[src/rtl/core/pcx_rle_image_decoder_unit_assert.svh]
// Assertion macros for the PCX run-length image decoder.
// Used by the top level; expects signals named clock and reset in scope.
`ifndef PCX_RLE_IMAGE_DECODER_UNIT_ASSERT_SVH
`define PCX_RLE_IMAGE_DECODER_UNIT_ASSERT_SVH

// pre implies post in the same cycle
`define PCXRLE_ASSERT_IMP(label, pre, post) \
   label: assert property (@(posedge clock) disable iff (reset) (pre) |-> (post)) \
      else $error("pcxrle implication check failed");

// cond never holds
`define PCXRLE_ASSERT_NEVER(label, cond) \
   label: assert property (@(posedge clock) disable iff (reset) !(cond)) \
      else $error("pcxrle forbidden condition seen");

`endif

[src/rtl/core/pcxrle_pkg.sv]
// Shared types and constants for the PCX run-length image decoder.
// No dependencies; used by the front, command queue, back and top level.
package pcxrle_pkg;

   localparam int CMD_FIFO_DEPTH = 4;

   localparam logic [7:0] RUN_MARK     = 8'hC0;
   localparam logic [7:0] RUN_MASK     = 8'h3F;
   localparam logic [7:0] MAKER_ID     = 8'h0A;
   localparam logic [7:0] HDR_VERSION  = 8'd5;
   localparam logic [7:0] HDR_ENCODING = 8'd1;
   localparam logic [7:0] HDR_BPP      = 8'd8;

   localparam int PAL_START = 16;
   localparam int PAL_LEN   = 48;
   localparam int FILL_LEN  = 58;

   localparam logic [6:0] HDR_POS_MAKER    = 7'd0;
   localparam logic [6:0] HDR_POS_VERSION  = 7'd1;
   localparam logic [6:0] HDR_POS_ENCODING = 7'd2;
   localparam logic [6:0] HDR_POS_BPP      = 7'd3;
   localparam logic [6:0] HDR_POS_XMAX_LO  = 7'd8;
   localparam logic [6:0] HDR_POS_XMAX_HI  = 7'd9;
   localparam logic [6:0] HDR_POS_YMAX_LO  = 7'd10;
   localparam logic [6:0] HDR_POS_YMAX_HI  = 7'd11;
   localparam logic [6:0] HDR_POS_PLANES   = 7'(PAL_START + PAL_LEN + 1);
   localparam logic [6:0] HDR_POS_BPL_LO   = 7'(PAL_START + PAL_LEN + 2);
   localparam logic [6:0] HDR_POS_BPL_HI   = 7'(PAL_START + PAL_LEN + 3);
   localparam logic [6:0] HDR_POS_LAST     = 7'(PAL_START + PAL_LEN + 1 + 5 + FILL_LEN - 1);

   localparam logic [1:0] RES_PIXEL  = 2'd0;
   localparam logic [1:0] RES_ACCEPT = 2'd1;
   localparam logic [1:0] RES_REJECT = 2'd2;

   typedef enum logic [1:0] {
      PH_HEADER,
      PH_PIXELS,
      PH_REJECT
   } phase_type;

   typedef enum logic [1:0] {
      CMD_PIXELS,
      CMD_HDR_OK,
      CMD_HDR_BAD
   } cmd_kind_type;

   typedef struct packed {
      cmd_kind_type kind;
      logic [7:0]   value;
      logic [5:0]   count;
      logic [15:0]  last_col;
      logic [15:0]  last_line;
      logic [23:0]  row_len;
   } cmd_type;

   typedef struct packed {
      logic started;
      logic done;
   } back_stat_type;

endpackage

[src/rtl/core/pcxrle_front.sv]
// Front end: header parser and RLE packet classifier.
// Depends on pcxrle_pkg; pushes commands into the command queue.
module pcxrle_front (
   input  logic               clock,
   input  logic               reset,
   input  logic               in_valid,
   input  logic [7:0]         in_byte,
   input  logic               in_start,
   output logic               in_ready,
   input  logic               q_full,
   output logic               q_push,
   output pcxrle_pkg::cmd_type q_cmd
);
   import pcxrle_pkg::*;

   phase_type   phase_ff, phase_in;
   logic [6:0]  hpos_ff, hpos_in;
   logic        ok_ff, ok_in;
   logic [7:0]  low_ff, low_in;
   logic [15:0] lcol_ff, lcol_in;
   logic [15:0] lline_ff, lline_in;
   logic [7:0]  planes_ff, planes_in;
   logic [15:0] bpr_ff, bpr_in;
   logic        await_ff, await_in;
   logic [5:0]  pend_ff, pend_in;

   phase_type   ph;
   logic [6:0]  pos;
   logic        ok;
   logic        await;
   logic [5:0]  pend;
   logic        fire;
   logic        run_byte;
   logic        mismatch;
   logic [23:0] span;
   logic [16:0] width;

   assign in_ready = !q_full;
   assign fire     = in_valid && !q_full;
   assign run_byte = (in_byte & RUN_MARK) == RUN_MARK;

   assign ph    = in_start ? PH_HEADER : phase_ff;
   assign pos   = in_start ? 7'd0 : hpos_ff;
   assign ok    = in_start ? 1'b1 : ok_ff;
   assign await = in_start ? 1'b0 : await_ff;
   assign pend  = in_start ? 6'd0 : pend_ff;

   assign mismatch = (pos == HDR_POS_MAKER    && in_byte != MAKER_ID)     ||
                     (pos == HDR_POS_VERSION  && in_byte != HDR_VERSION)  ||
                     (pos == HDR_POS_ENCODING && in_byte != HDR_ENCODING) ||
                     (pos == HDR_POS_BPP      && in_byte != HDR_BPP);

   // next state
   always_comb begin
      phase_in  = phase_ff;
      hpos_in   = hpos_ff;
      ok_in     = ok_ff;
      low_in    = low_ff;
      lcol_in   = lcol_ff;
      lline_in  = lline_ff;
      planes_in = planes_ff;
      bpr_in    = bpr_ff;
      await_in  = await_ff;
      pend_in   = pend_ff;
      if (fire) begin
         phase_in = ph;
         hpos_in  = pos;
         ok_in    = ok;
         await_in = await;
         pend_in  = pend;
         unique case (ph)
            PH_HEADER: begin
               if (mismatch) ok_in = 1'b0;
               if (pos == HDR_POS_XMAX_LO || pos == HDR_POS_YMAX_LO ||
                   pos == HDR_POS_BPL_LO) low_in = in_byte;
               if (pos == HDR_POS_XMAX_HI) lcol_in = {in_byte, low_ff};
               if (pos == HDR_POS_YMAX_HI) lline_in = {in_byte, low_ff};
               if (pos == HDR_POS_PLANES) planes_in = in_byte;
               if (pos == HDR_POS_BPL_HI) bpr_in = {in_byte, low_ff};
               if (pos == HDR_POS_LAST) begin
                  hpos_in  = 7'd0;
                  phase_in = ok ? PH_PIXELS : PH_REJECT;
                  await_in = 1'b0;
                  pend_in  = 6'd0;
               end else begin
                  hpos_in = pos + 7'd1;
               end
            end
            PH_PIXELS: begin
               if (await) begin
                  await_in = 1'b0;
               end else if (run_byte) begin
                  await_in = 1'b1;
                  pend_in  = 6'(in_byte & RUN_MASK);
               end
            end
            PH_REJECT: ;
            default: ;
         endcase
      end
   end

   // outputs
   assign span  = 24'(planes_ff) * 24'(bpr_ff);
   assign width = {1'b0, lcol_ff} + 17'd1;

   always_comb begin
      q_push          = 1'b0;
      q_cmd.kind      = CMD_PIXELS;
      q_cmd.value     = in_byte;
      q_cmd.count     = await ? pend : 6'd1;
      q_cmd.last_col  = lcol_ff;
      q_cmd.last_line = lline_ff;
      q_cmd.row_len   = (span > 24'(width)) ? span : 24'(width);
      unique case (ph)
         PH_HEADER: begin
            q_cmd.kind = ok ? CMD_HDR_OK : CMD_HDR_BAD;
            q_push     = fire && (pos == HDR_POS_LAST);
         end
         PH_PIXELS: q_push = fire && (await || !run_byte);
         PH_REJECT: ;
         default: ;
      endcase
   end

   always_ff @(posedge clock) begin
      if (reset) begin
         phase_ff  <= PH_HEADER;
         hpos_ff   <= 7'd0;
         ok_ff     <= 1'b1;
         low_ff    <= 8'd0;
         lcol_ff   <= 16'd0;
         lline_ff  <= 16'd0;
         planes_ff <= 8'd0;
         bpr_ff    <= 16'd0;
         await_ff  <= 1'b0;
         pend_ff   <= 6'd0;
      end else begin
         phase_ff  <= phase_in;
         hpos_ff   <= hpos_in;
         ok_ff     <= ok_in;
         low_ff    <= low_in;
         lcol_ff   <= lcol_in;
         lline_ff  <= lline_in;
         planes_ff <= planes_in;
         bpr_ff    <= bpr_in;
         await_ff  <= await_in;
         pend_ff   <= pend_in;
      end
   end

endmodule

[src/rtl/core/pcxrle_cmd_fifo.sv]
// Short command queue between the front end and the back end.
// Depends on pcxrle_pkg for the command type.
module pcxrle_cmd_fifo #(
   parameter int DEPTH = pcxrle_pkg::CMD_FIFO_DEPTH
) (
   input  logic                clock,
   input  logic                reset,
   input  logic                push,
   input  pcxrle_pkg::cmd_type push_cmd,
   output logic                full,
   input  logic                pop,
   output pcxrle_pkg::cmd_type head,
   output logic                empty
);
   import pcxrle_pkg::*;

   localparam int PTR_W = (DEPTH > 1) ? $clog2(DEPTH) : 1;
   localparam int CNT_W = $clog2(DEPTH + 1);

   cmd_type            mem_ff [DEPTH];
   logic [PTR_W-1:0]   wr_ff, wr_in;
   logic [PTR_W-1:0]   rd_ff, rd_in;
   logic [CNT_W-1:0]   cnt_ff, cnt_in;
   logic               do_push;
   logic               do_pop;

   assign full    = cnt_ff == CNT_W'(DEPTH);
   assign empty   = cnt_ff == '0;
   assign do_push = push && !full;
   assign do_pop  = pop && !empty;
   assign head    = mem_ff[rd_ff];

   always_comb begin
      wr_in  = wr_ff;
      rd_in  = rd_ff;
      cnt_in = cnt_ff;
      if (do_push) wr_in = (wr_ff == PTR_W'(DEPTH - 1)) ? '0 : wr_ff + 1'b1;
      if (do_pop) rd_in = (rd_ff == PTR_W'(DEPTH - 1)) ? '0 : rd_ff + 1'b1;
      if (do_push && !do_pop) cnt_in = cnt_ff + 1'b1;
      else if (do_pop && !do_push) cnt_in = cnt_ff - 1'b1;
   end

   always_ff @(posedge clock) begin
      if (do_push) mem_ff[wr_ff] <= push_cmd;
   end

   always_ff @(posedge clock) begin
      if (reset) begin
         wr_ff  <= '0;
         rd_ff  <= '0;
         cnt_ff <= '0;
      end else begin
         wr_ff  <= wr_in;
         rd_ff  <= rd_in;
         cnt_ff <= cnt_in;
      end
   end

endmodule

[src/rtl/core/pcxrle_back.sv]
// Back end: expands queued commands into pixel and header results.
// Depends on pcxrle_pkg; owns the row position and the output register.
module pcxrle_back (
   input  logic                      clock,
   input  logic                      reset,
   input  logic                      q_valid,
   input  pcxrle_pkg::cmd_type       head,
   output logic                      q_pop,
   output logic                      rsp_tvalid,
   input  logic                      rsp_tready,
   output logic [79:0]               rsp_tdata,
   output logic [2:0]                rsp_tuser,
   output logic                      rsp_tlast,
   output pcxrle_pkg::back_stat_type stat
);
   import pcxrle_pkg::*;

   logic [23:0] pos_ff, pos_in;
   logic [15:0] row_ff, row_in;
   logic        done_ff, done_in;
   logic        started_ff, started_in;
   logic [5:0]  rem_ff, rem_in;
   logic [15:0] lcol_ff, lcol_in;
   logic [15:0] lline_ff, lline_in;
   logic [23:0] rlen_ff, rlen_in;

   logic        ovalid_ff, ovalid_in;
   logic [1:0]  okind_ff, okind_in;
   logic [7:0]  opix_ff, opix_in;
   logic [15:0] ocol_ff, ocol_in;
   logic [15:0] oline_ff, oline_in;
   logic [16:0] ow_ff, ow_in;
   logic [16:0] oh_ff, oh_in;
   logic        olast_ff, olast_in;
   logic        odone_ff, odone_in;

   logic        out_free;
   logic [5:0]  r;
   logic [16:0] width;
   logic        in_img;
   logic [23:0] pos_inc;
   logic        wrap_step;
   logic [24:0] pad_sum;
   logic        wrap_pad;
   logic        at_last_col;

   assign out_free    = !ovalid_ff || rsp_tready;
   assign r           = started_ff ? rem_ff : head.count;
   assign width       = {1'b0, lcol_ff} + 17'd1;
   assign in_img      = pos_ff < 24'(width);
   assign pos_inc     = pos_ff + 24'd1;
   assign wrap_step   = pos_inc >= rlen_ff;
   assign pad_sum     = {1'b0, pos_ff} + 25'(r);
   assign wrap_pad    = pad_sum >= {1'b0, rlen_ff};
   assign at_last_col = pos_ff == {8'd0, lcol_ff};

   always_comb begin
      q_pop      = 1'b0;
      pos_in     = pos_ff;
      row_in     = row_ff;
      done_in    = done_ff;
      started_in = started_ff;
      rem_in     = rem_ff;
      lcol_in    = lcol_ff;
      lline_in   = lline_ff;
      rlen_in    = rlen_ff;
      ovalid_in  = ovalid_ff && !rsp_tready;
      okind_in   = okind_ff;
      opix_in    = opix_ff;
      ocol_in    = ocol_ff;
      oline_in   = oline_ff;
      ow_in      = ow_ff;
      oh_in      = oh_ff;
      olast_in   = olast_ff;
      odone_in   = odone_ff;
      if (q_valid) begin
         unique case (head.kind)
            CMD_HDR_OK: begin
               if (out_free) begin
                  q_pop      = 1'b1;
                  ovalid_in  = 1'b1;
                  okind_in   = RES_ACCEPT;
                  opix_in    = 8'd0;
                  ocol_in    = 16'd0;
                  oline_in   = 16'd0;
                  ow_in      = {1'b0, head.last_col} + 17'd1;
                  oh_in      = {1'b0, head.last_line} + 17'd1;
                  olast_in   = 1'b1;
                  odone_in   = 1'b0;
                  lcol_in    = head.last_col;
                  lline_in   = head.last_line;
                  rlen_in    = head.row_len;
                  pos_in     = 24'd0;
                  row_in     = 16'd0;
                  done_in    = 1'b0;
                  started_in = 1'b0;
               end
            end
            CMD_HDR_BAD: begin
               if (out_free) begin
                  q_pop     = 1'b1;
                  ovalid_in = 1'b1;
                  okind_in  = RES_REJECT;
                  opix_in   = 8'd0;
                  ocol_in   = 16'd0;
                  oline_in  = 16'd0;
                  ow_in     = 17'd0;
                  oh_in     = 17'd0;
                  olast_in  = 1'b1;
                  odone_in  = 1'b0;
               end
            end
            CMD_PIXELS: begin
               if (done_ff || r == 6'd0) begin
                  q_pop      = 1'b1;
                  started_in = 1'b0;
               end else if (in_img) begin
                  if (out_free) begin
                     ovalid_in = 1'b1;
                     okind_in  = RES_PIXEL;
                     opix_in   = head.value;
                     ocol_in   = pos_ff[15:0];
                     oline_in  = row_ff;
                     ow_in     = 17'd0;
                     oh_in     = 17'd0;
                     olast_in  = (r == 6'd1) || at_last_col;
                     odone_in  = at_last_col && (row_ff == lline_ff);
                     if (wrap_step) begin
                        q_pop      = 1'b1;
                        started_in = 1'b0;
                        pos_in     = 24'd0;
                        row_in     = row_ff + 16'd1;
                        if (row_ff >= lline_ff) done_in = 1'b1;
                     end else if (r == 6'd1) begin
                        q_pop      = 1'b1;
                        started_in = 1'b0;
                        pos_in     = pos_inc;
                     end else begin
                        started_in = 1'b1;
                        rem_in     = r - 6'd1;
                        pos_in     = pos_inc;
                     end
                  end
               end else begin
                  // padding columns: skip the rest of the run at once
                  q_pop      = 1'b1;
                  started_in = 1'b0;
                  if (wrap_pad) begin
                     pos_in = 24'd0;
                     row_in = row_ff + 16'd1;
                     if (row_ff >= lline_ff) done_in = 1'b1;
                  end else begin
                     pos_in = pad_sum[23:0];
                  end
               end
            end
            default: q_pop = 1'b1;
         endcase
      end
   end

   assign rsp_tvalid   = ovalid_ff;
   assign rsp_tdata    = {6'd0, oh_ff, ow_ff, oline_ff, ocol_ff, opix_ff};
   assign rsp_tuser    = {odone_ff, okind_ff};
   assign rsp_tlast    = olast_ff;
   assign stat.started = started_ff;
   assign stat.done    = done_ff;

   always_ff @(posedge clock) begin
      if (reset) begin
         ovalid_ff  <= 1'b0;
         started_ff <= 1'b0;
         done_ff    <= 1'b0;
         pos_ff     <= 24'd0;
         row_ff     <= 16'd0;
      end else begin
         ovalid_ff  <= ovalid_in;
         started_ff <= started_in;
         done_ff    <= done_in;
         pos_ff     <= pos_in;
         row_ff     <= row_in;
      end
   end

   always_ff @(posedge clock) begin
      rem_ff   <= rem_in;
      lcol_ff  <= lcol_in;
      lline_ff <= lline_in;
      rlen_ff  <= rlen_in;
      okind_ff <= okind_in;
      opix_ff  <= opix_in;
      ocol_ff  <= ocol_in;
      oline_ff <= oline_in;
      ow_ff    <= ow_in;
      oh_ff    <= oh_in;
      olast_ff <= olast_in;
      odone_ff <= odone_in;
   end

endmodule

[src/rtl/core/pcx_rle_image_decoder_unit.sv]
// PCX 8 bpp run-length image decoder, top level.
// Depends on pcxrle_pkg, pcxrle_front, pcxrle_cmd_fifo, pcxrle_back and the assert header.
//
// Usage:
//   req channel takes one file byte per transfer; tuser marks the first byte of a
//   new file and restarts header parsing. The 128 header bytes give one result
//   (accept with width/height, or reject); later bytes give pixels with column/line.
//   rsp channel carries one result per transfer; tlast marks the last result of
//   an input byte, tuser holds the kind and the image-done flag.
// Path: a byte's first result is registered in a queue entry, then in the output
//   register, before it can transfer.
// Throughput: one byte per cycle for header and literal pixel bytes while the queue
//   has room. A run's visible pixels leave the back end's output register one at a
//   time; columns past the width are skipped at once. The 4-entry command queue lets
//   the front keep taking bytes during a run until it fills, then req_tready drops.
// Reset: synchronous; the queue and output register empty, parsing starts at
//   header byte 0. When rsp_tready is low the result holds and the queue fills.
module pcx_rle_image_decoder_unit #(
   parameter int FIFO_DEPTH = pcxrle_pkg::CMD_FIFO_DEPTH
) (
   input  logic        clock,
   input  logic        reset,
   input  logic        req_tvalid,
   output logic        req_tready,
   input  logic [7:0]  req_tdata,   // [7:0] data_byte
   input  logic        req_tuser,   // [0] file_start
   output logic        rsp_tvalid,
   input  logic        rsp_tready,
   output logic [79:0] rsp_tdata,   // [7:0] pixel_value, [23:8] column, [39:24] line,
                                    // [56:40] image_width, [73:57] image_height
   output logic [2:0]  rsp_tuser,   // [1:0] result_kind, [2] image_done
   output logic        rsp_tlast    // last_of_run
);
   import pcxrle_pkg::*;

`include "pcx_rle_image_decoder_unit_assert.svh"

   cmd_type       push_cmd;
   cmd_type       q_head;
   logic          q_push;
   logic          q_full;
   logic          q_pop;
   logic          q_empty;
   back_stat_type bstat;

   pcxrle_front u_front (
      .clock    (clock),
      .reset    (reset),
      .in_valid (req_tvalid),
      .in_byte  (req_tdata),
      .in_start (req_tuser),
      .in_ready (req_tready),
      .q_full   (q_full),
      .q_push   (q_push),
      .q_cmd    (push_cmd)
   );

   pcxrle_cmd_fifo #(
      .DEPTH (FIFO_DEPTH)
   ) u_fifo (
      .clock    (clock),
      .reset    (reset),
      .push     (q_push),
      .push_cmd (push_cmd),
      .full     (q_full),
      .pop      (q_pop),
      .head     (q_head),
      .empty    (q_empty)
   );

   pcxrle_back u_back (
      .clock      (clock),
      .reset      (reset),
      .q_valid    (!q_empty),
      .head       (q_head),
      .q_pop      (q_pop),
      .rsp_tvalid (rsp_tvalid),
      .rsp_tready (rsp_tready),
      .rsp_tdata  (rsp_tdata),
      .rsp_tuser  (rsp_tuser),
      .rsp_tlast  (rsp_tlast),
      .stat       (bstat)
   );

   `PCXRLE_ASSERT_IMP(a_hdr_is_last, rsp_tvalid && rsp_tuser[1:0] != RES_PIXEL, rsp_tlast)
   `PCXRLE_ASSERT_IMP(a_done_is_last, rsp_tvalid && rsp_tuser[2], rsp_tlast)
   `PCXRLE_ASSERT_NEVER(a_run_head, bstat.started && (q_empty || q_head.kind != CMD_PIXELS))

endmodule
[config.mk]
export PLATFORM = sky130hd
export DESIGN_NAME = pcx_rle_image_decoder_unit
export DESIGN_NICKNAME = d
export VERILOG_FILES = /design/src/rtl/core/pcxrle_pkg.sv /design/src/rtl/core/pcxrle_front.sv /design/src/rtl/core/pcxrle_cmd_fifo.sv /design/src/rtl/core/pcxrle_back.sv /design/src/rtl/core/pcx_rle_image_decoder_unit.sv
export VERILOG_INCLUDE_DIRS = /design/src /design/src/rtl/core
export SDC_FILE = /design/constraint.sdc
export NUM_CORES = 1
export LEC_CHECK = 0
export ABC_CLOCK_PERIOD_IN_PS = 9200
export BUFFER_PORTS_ARGS = -buffer_cell sky130_fd_sc_hd__buf_2
export CAP_MARGIN = 20
export CORE_ASPECT_RATIO = 0.9
export CORE_MARGIN = 3
export CORE_UTILIZATION = 40
export CTS_BUF_LIST = sky130_fd_sc_hd__clkbuf_4
export CTS_CLUSTER_DIAMETER = 40
export DETAILED_ROUTE_END_ITERATION = 8
export PLACE_DENSITY = 0.63
export SLEW_MARGIN = 0
export SYNTH_ARGS = -nofsm -noshare
export SYNTH_HDL_FRONTEND = slang
export SYNTH_SLANG_ARGS = --single-unit
[constraint.sdc]
create_clock -name clock -period 9.2 [get_ports clock]
set_clock_uncertainty 0.1 [all_clocks]
set_input_delay 1.84 -clock clock [delete_from_list [all_inputs] [get_ports clock]]
set_output_delay 1.84 -clock clock [all_outputs]
set_load 0.01 [all_outputs]
Word level (Yosys, flattened, before mapping). Memories as Yosys holds them, arrays and structs flattened. A register that Yosys moved wholly into a read port is not among the register bits. Index checks and enable logic that the tools add are counted.

Flip-flop bits (word level): 271. Memory bits (writable): 288. Input port bits: 13. Logic and storage cells: 253. Memories: 1.

Add/subtract/negate cells: 13. $mul: 1. $lt $le $gt $ge: 5. Eq/ne operators: 35. Mux-type cells: 112. Bitwise logic cells: 4. Reduce and logical (&&, ||, !) cells: 52.

Memory list: u_fifo.mem_ff (words 4, bits a word 72, rd ports 1, clocked after memory_dff 1, write ports 1, RTL line pcxrle_cmd_fifo.sv:20) `cmd_type mem_ff [DEPTH];`.

Operator list (number): $mux W16 (12); $mux W24 (7); $mux W17 (8); $pmux W17 S3 (2); $pmux W16 S2 (3); $add A16 B1 Y17 const B (4); $pmux W24 S2 (1); $mux W1 (39); $mux W6 (6); $mux W8 (4); $eq A7 B4 Y1 const B (4); $eq A7 B7 Y1 const B (4); $mux W2 (14); $add A24 B6 Y25 (1); $ge A25 B24 Y1 (1); $add A24 B1 Y24 const B (1); $eq A24 B16 Y1 (1); $ge A24 B24 Y1 (1); $gt A24 B17 Y1 (1); $lt A24 B17 Y1 (1); $mul A8 B16 Y24 (1); $mux W7 (3); $reduce_and A7 Y1 (3); $reduce_and A3 Y1 (6); other kinds (42) (94).

Longest topological paths before layout.
Word-level depth: 13. Depth in mapped cells: 29. Depth with buffers taken out: 27.

By module. From an unflattened synthesis, not the netlist that was laid out.

Cells, all modules: 2489. Area, all modules: 30347.9 µm².

Modules (own cells, without submodules): pcxrle_back (instances 1, cells an instance 1086, area an instance 11058.1 µm², sequential area each 5064.9 µm²); pcxrle_cmd_fifo (instances 1, cells an instance 426, area an instance 10861.7 µm², sequential area each 8828.5 µm²); pcxrle_front (instances 1, cells an instance 976, area an instance 8424.3 µm², sequential area each 1621.6 µm²); pcx_rle_image_decoder_unit (instances 1, cells an instance 1, area an instance 3.8 µm², sequential area each 0.0 µm²).

Least setup slack after synthesis. OpenSTA, ideal clock, no wires.

Kind: register -> register. Start point: reg (tool-made name). End point: reg u_back.ocol_ff[0] (enable). Arrival: 6414 ps. Required time: 8606 ps. Setup slack: 2193 ps. Stages on the path, launching flop included: 13. Buffers on the path: 7. Cells stage by stage: dfxtp_1 > buf_4 > buf_2 > buf_4 > buf_2 > buf_2 > mux2_2 > o21ai_1 > clkbuf_1 > ha_1 > clkbuf_1 > mux2_2 > nor3_1.

RTL lines: to (signal assigned) (RTL line pcxrle_back.sv:192) `ocol_ff <= ocol_in;`; to (decl) (RTL line pcxrle_back.sv:30) `logic [15:0] ocol_ff, ocol_in;`.

==> metrics <==
total wirelength of the detailed-routed design 71700 um; number of slew-limit violations in the final report 0; GPL Wtd Cong roughly 0.88; WL/cell approximately 19 um; number of clock sinks seen by CTS between 500 and 600; Setup-failing EPs final 0; Arr. time, crit path roughly 8000 ps; power density cells between 100 and 150 nW/um^2; GR Overflow Total 0; fillers about 6700; area used by multi-input combinational logic about 13000 um^2; minimum setup slack after placement about 1600 ps; via count normalized by instance count approximately 5.3; most used cells in the layout excluding fill and tap cells sky130_fd_sc_hd__edfxtp_1 (428), sky130_fd_sc_hd__clkbuf_4 (215), sky130_fd_sc_hd__inv_1 (199); Inserted Clock Buffers around 140; DRT Pass-1 Iters 5; deepest clock path buffer count 3; initial core utilization 0.407; distinct cell type count of the synthesized netlist between 80 and 90; met2 Resource Use GR 0.280; area share of the leading cell type in the synthesized netlist 0.429; DP HPWL 51000 um; net count reported at finish slightly below 3000; antenna violations before repair 3; area added between synthesis and finish 10.7%; Port Buf Inserts between 90 and 100; Root Buffer Master sky130_fd_sc_hd__clkbuf_4; unrepaired setup endpoints after global routing no; result of the run finished, final reports clean; Setup WS post-layout between 1500 and 2000 ps; Seq. cell area 15500 um^2; sw power slightly above 1000 uW; Leakage Power about 0.013 uW; total die area between 70000 and 80000 um^2; CTS-repair resized insts 0; proportion of power drawn by flip-flops and latches 0.558; Slew Limit Headroom 0.316; share of synthesized area occupied by flip-flops and latches 0.517; sort of element at the start of the critical path register; busiest metal layer after global routing met2; total negative slack for setup checks 0 ps; Yosys warning total 0; slew at the pin closest to its max-slew limit 1030 ps; count of antenna-violating nets left after detailed routing 0; CTS HTree Levels 4; Primary FF master, synth sky130_fd_sc_hd__edfxtp_1; post-layout instance area 33200 um^2; largest net degree at the start of global routing a little over 90; number of flops mapped to enable cells by yosys about 430; #FFs+latches synth about 560; clock-pin transition on the worst setup and hold timing paths 70 ps; global-route wire length before repair between 100000 and 150000 um; share of power burned in combinational logic 0.008; cells taking the most area after synthesis sky130_fd_sc_hd__edfxtp_1 (43%), sky130_fd_sc_hd__dfxtp_1 (8.9%), sky130_fd_sc_hd__ha_1 (7.1%), sky130_fd_sc_hd__fa_1 (5.7%), sky130_fd_sc_hd__mux4_2 (5.3%); crit path time final about 7600 ps; grt met1 use 0.264; Core Area ~74000 um^2; classification of the worst-slack hold path reg -> reg; cell area after placement about 31000 um^2; largest fanout of any net on the critical path 17; number of instances in the synthesized netlist 2482; fraction of final layout cells sized beyond drive strength 1 0.165; Hold Fails Final Rpt 0; most common cell after layout, fill and taps aside sky130_fd_sc_hd__edfxtp_1; largest area contributor in the synthesized netlist sky130_fd_sc_hd__edfxtp_1; TritonCTS clock tree yes; Sw Share 0.213; placed cells ~3400; area of the mapped netlist ~30000 um^2; post-route clock period utilization 0.821; max-cap violations 0; final routed DRC violation total 0; per-instance average area after synthesis around 12 um^2; total via count in the routed design a little under 20000; clock power share 0.434; final non-filler cell total approximately 3700; buffers inserted during post-CTS setup optimization 0; type of element capturing the critical path register; Crit Path Class reg -> reg; io pins 99; required time reported for the critical path endpoint around 9800 ps; width of the die around 300 um; number of global-route vias before repair 20000; Async SR Flop Fraction 0; clock insertion delay at the later pin of the skew report around 960 ps; met3 track utilization from global routing 0.0344; DRC marker count from the first detailed-route iteration between 1000 and 1500; worst voltage drop across the vdd grid approximately 0.1 mV; site row count 94; peak clock frequency supported by timing ~0.13 GHz; hold buffers post-CTS 0; die height 266 um; GRT Total Usage 0.185; total internal power 3800 uW
Yosys cell counts, drive strengths merged, types with 31 or more instances:
master    n
a21oi   125
and2    170
clkbuf   83
dfxtp   133
edfxtp  428
fa       86
ha      170
inv     201
mux2i    61
mux4     71
nand2   176
nand3    67
nand4    40
nor2    150
nor3     31
o21ai    61
xnor2    73
xor2     60
kinds of logic after synthesis:
logic type,share of synthesized area
compound gates,0.0701
xor+xnor,0.0388
fa+ha+maj,0.128
buf+inv,0.0420
flops,0.517
mux,0.0754
other cells,0.000125
simple gates,0.128
path summary, 6_finish.rpt:
| check | start | to | slack (ps) | cells past startpoint |
|---|---|---|---|---|
| worst max-delay path | u_front.planes_ff[4]$_SDFFE_PP0P_ | u_fifo.mem_ff[0][16]$_DFFE_PP_ | 1640 | 25 |
| worst min-delay path | u_front.hpos_ff[0]$_SDFFE_PP0P_ | u_front.hpos_ff[0]$_SDFFE_PP0P_ | 350 | 2 |
| worst max register to register | u_front.planes_ff[4]$_SDFFE_PP0P_ | u_fifo.mem_ff[0][16]$_DFFE_PP_ | 1640 | 25 |
| worst min register to register | u_front.hpos_ff[0]$_SDFFE_PP0P_ | u_front.hpos_ff[0]$_SDFFE_PP0P_ | 350 | 2 |
final cells by class:
class	count	area share
antenna	4	0.000301
clock buffer	215	0.0486
clock inverter	35	0.00599
inverter	201	0.0227
multi-input combinational	1613	0.400
sequential	561	0.467
tap	960	0.0362
timing repair buffer	112	0.0191
registers in the layout, indices dropped and copies added, names as in the netlist, 17 cells and up, named ones only:
name	flops
u_back.ow_ff	17
u_back.pos_ff	24
u_back.rlen_ff	24
u_back.oh_ff	17
u_fifo.mem_ff	288
power groups by stage:
stage / Combinational [uW] / Clock (uW) / Sequential, uW
after global placement: 36.5 / 0 / 2750
after global routing: 41.1 / 2310 / 2690
after detailed placement: 37.7 / 0 / 2750
after floorplan: 23.6 / 0 / 2750
final: 37.9 / 2100 / 2690
after CTS: 37.7 / 2160 / 2690
per-layer routing:
| metal | vias up | share of wire |
|---|---|---|
| li1 | 9306 | - |
| met1 | 9707 | 0.47 |
| met2 | 686 | 0.45 |
| met3 | 100 | 0.064 |
| met4 | 0 | 0.023 |
| met5 | - | 0 |
metrics by stage:
| step | hold WS (ps) | power [uW] | utilization |
|---|---|---|---|
| after CTS | 358 | 4890 | 0.450 |
| after global routing | 385 | 5040 | 0.450 |
| final | 355 | 4820 | 0.450 |
| after detailed placement | 349 | 2780 | 0.425 |
| after global placement | 341 | 2780 | 0.425 |
| after floorplan | 332 | 2770 | - |
critical path: stages (launching register included):
cell                        delay, ps
sky130_fd_sc_hd__dfxtp_1          700
sky130_fd_sc_hd__nand2_1          160
sky130_fd_sc_hd__fa_1             550
sky130_fd_sc_hd__fa_1             500
sky130_fd_sc_hd__inv_1             50
sky130_fd_sc_hd__fa_1             530
sky130_fd_sc_hd__inv_1             50
sky130_fd_sc_hd__fa_1             520
sky130_fd_sc_hd__inv_1             40
sky130_fd_sc_hd__ha_1             340
sky130_fd_sc_hd__o211ai_1         120
sky130_fd_sc_hd__or3_4            360
sky130_fd_sc_hd__and2_2           190
sky130_fd_sc_hd__o21ai_0          270
sky130_fd_sc_hd__xnor2_1          180
sky130_fd_sc_hd__inv_1             70
sky130_fd_sc_hd__ha_1             310
sky130_fd_sc_hd__a21o_1           170
sky130_fd_sc_hd__a21o_1           170
sky130_fd_sc_hd__a21oi_1          170
sky130_fd_sc_hd__o211ai_1         120
sky130_fd_sc_hd__a21oi_1          160
sky130_fd_sc_hd__o21bai_1          90
sky130_fd_sc_hd__a2111oi_0        300
sky130_fd_sc_hd__or4b_4           700
sky130_fd_sc_hd__mux2_4           390
(Power assumes the default switching activity.)
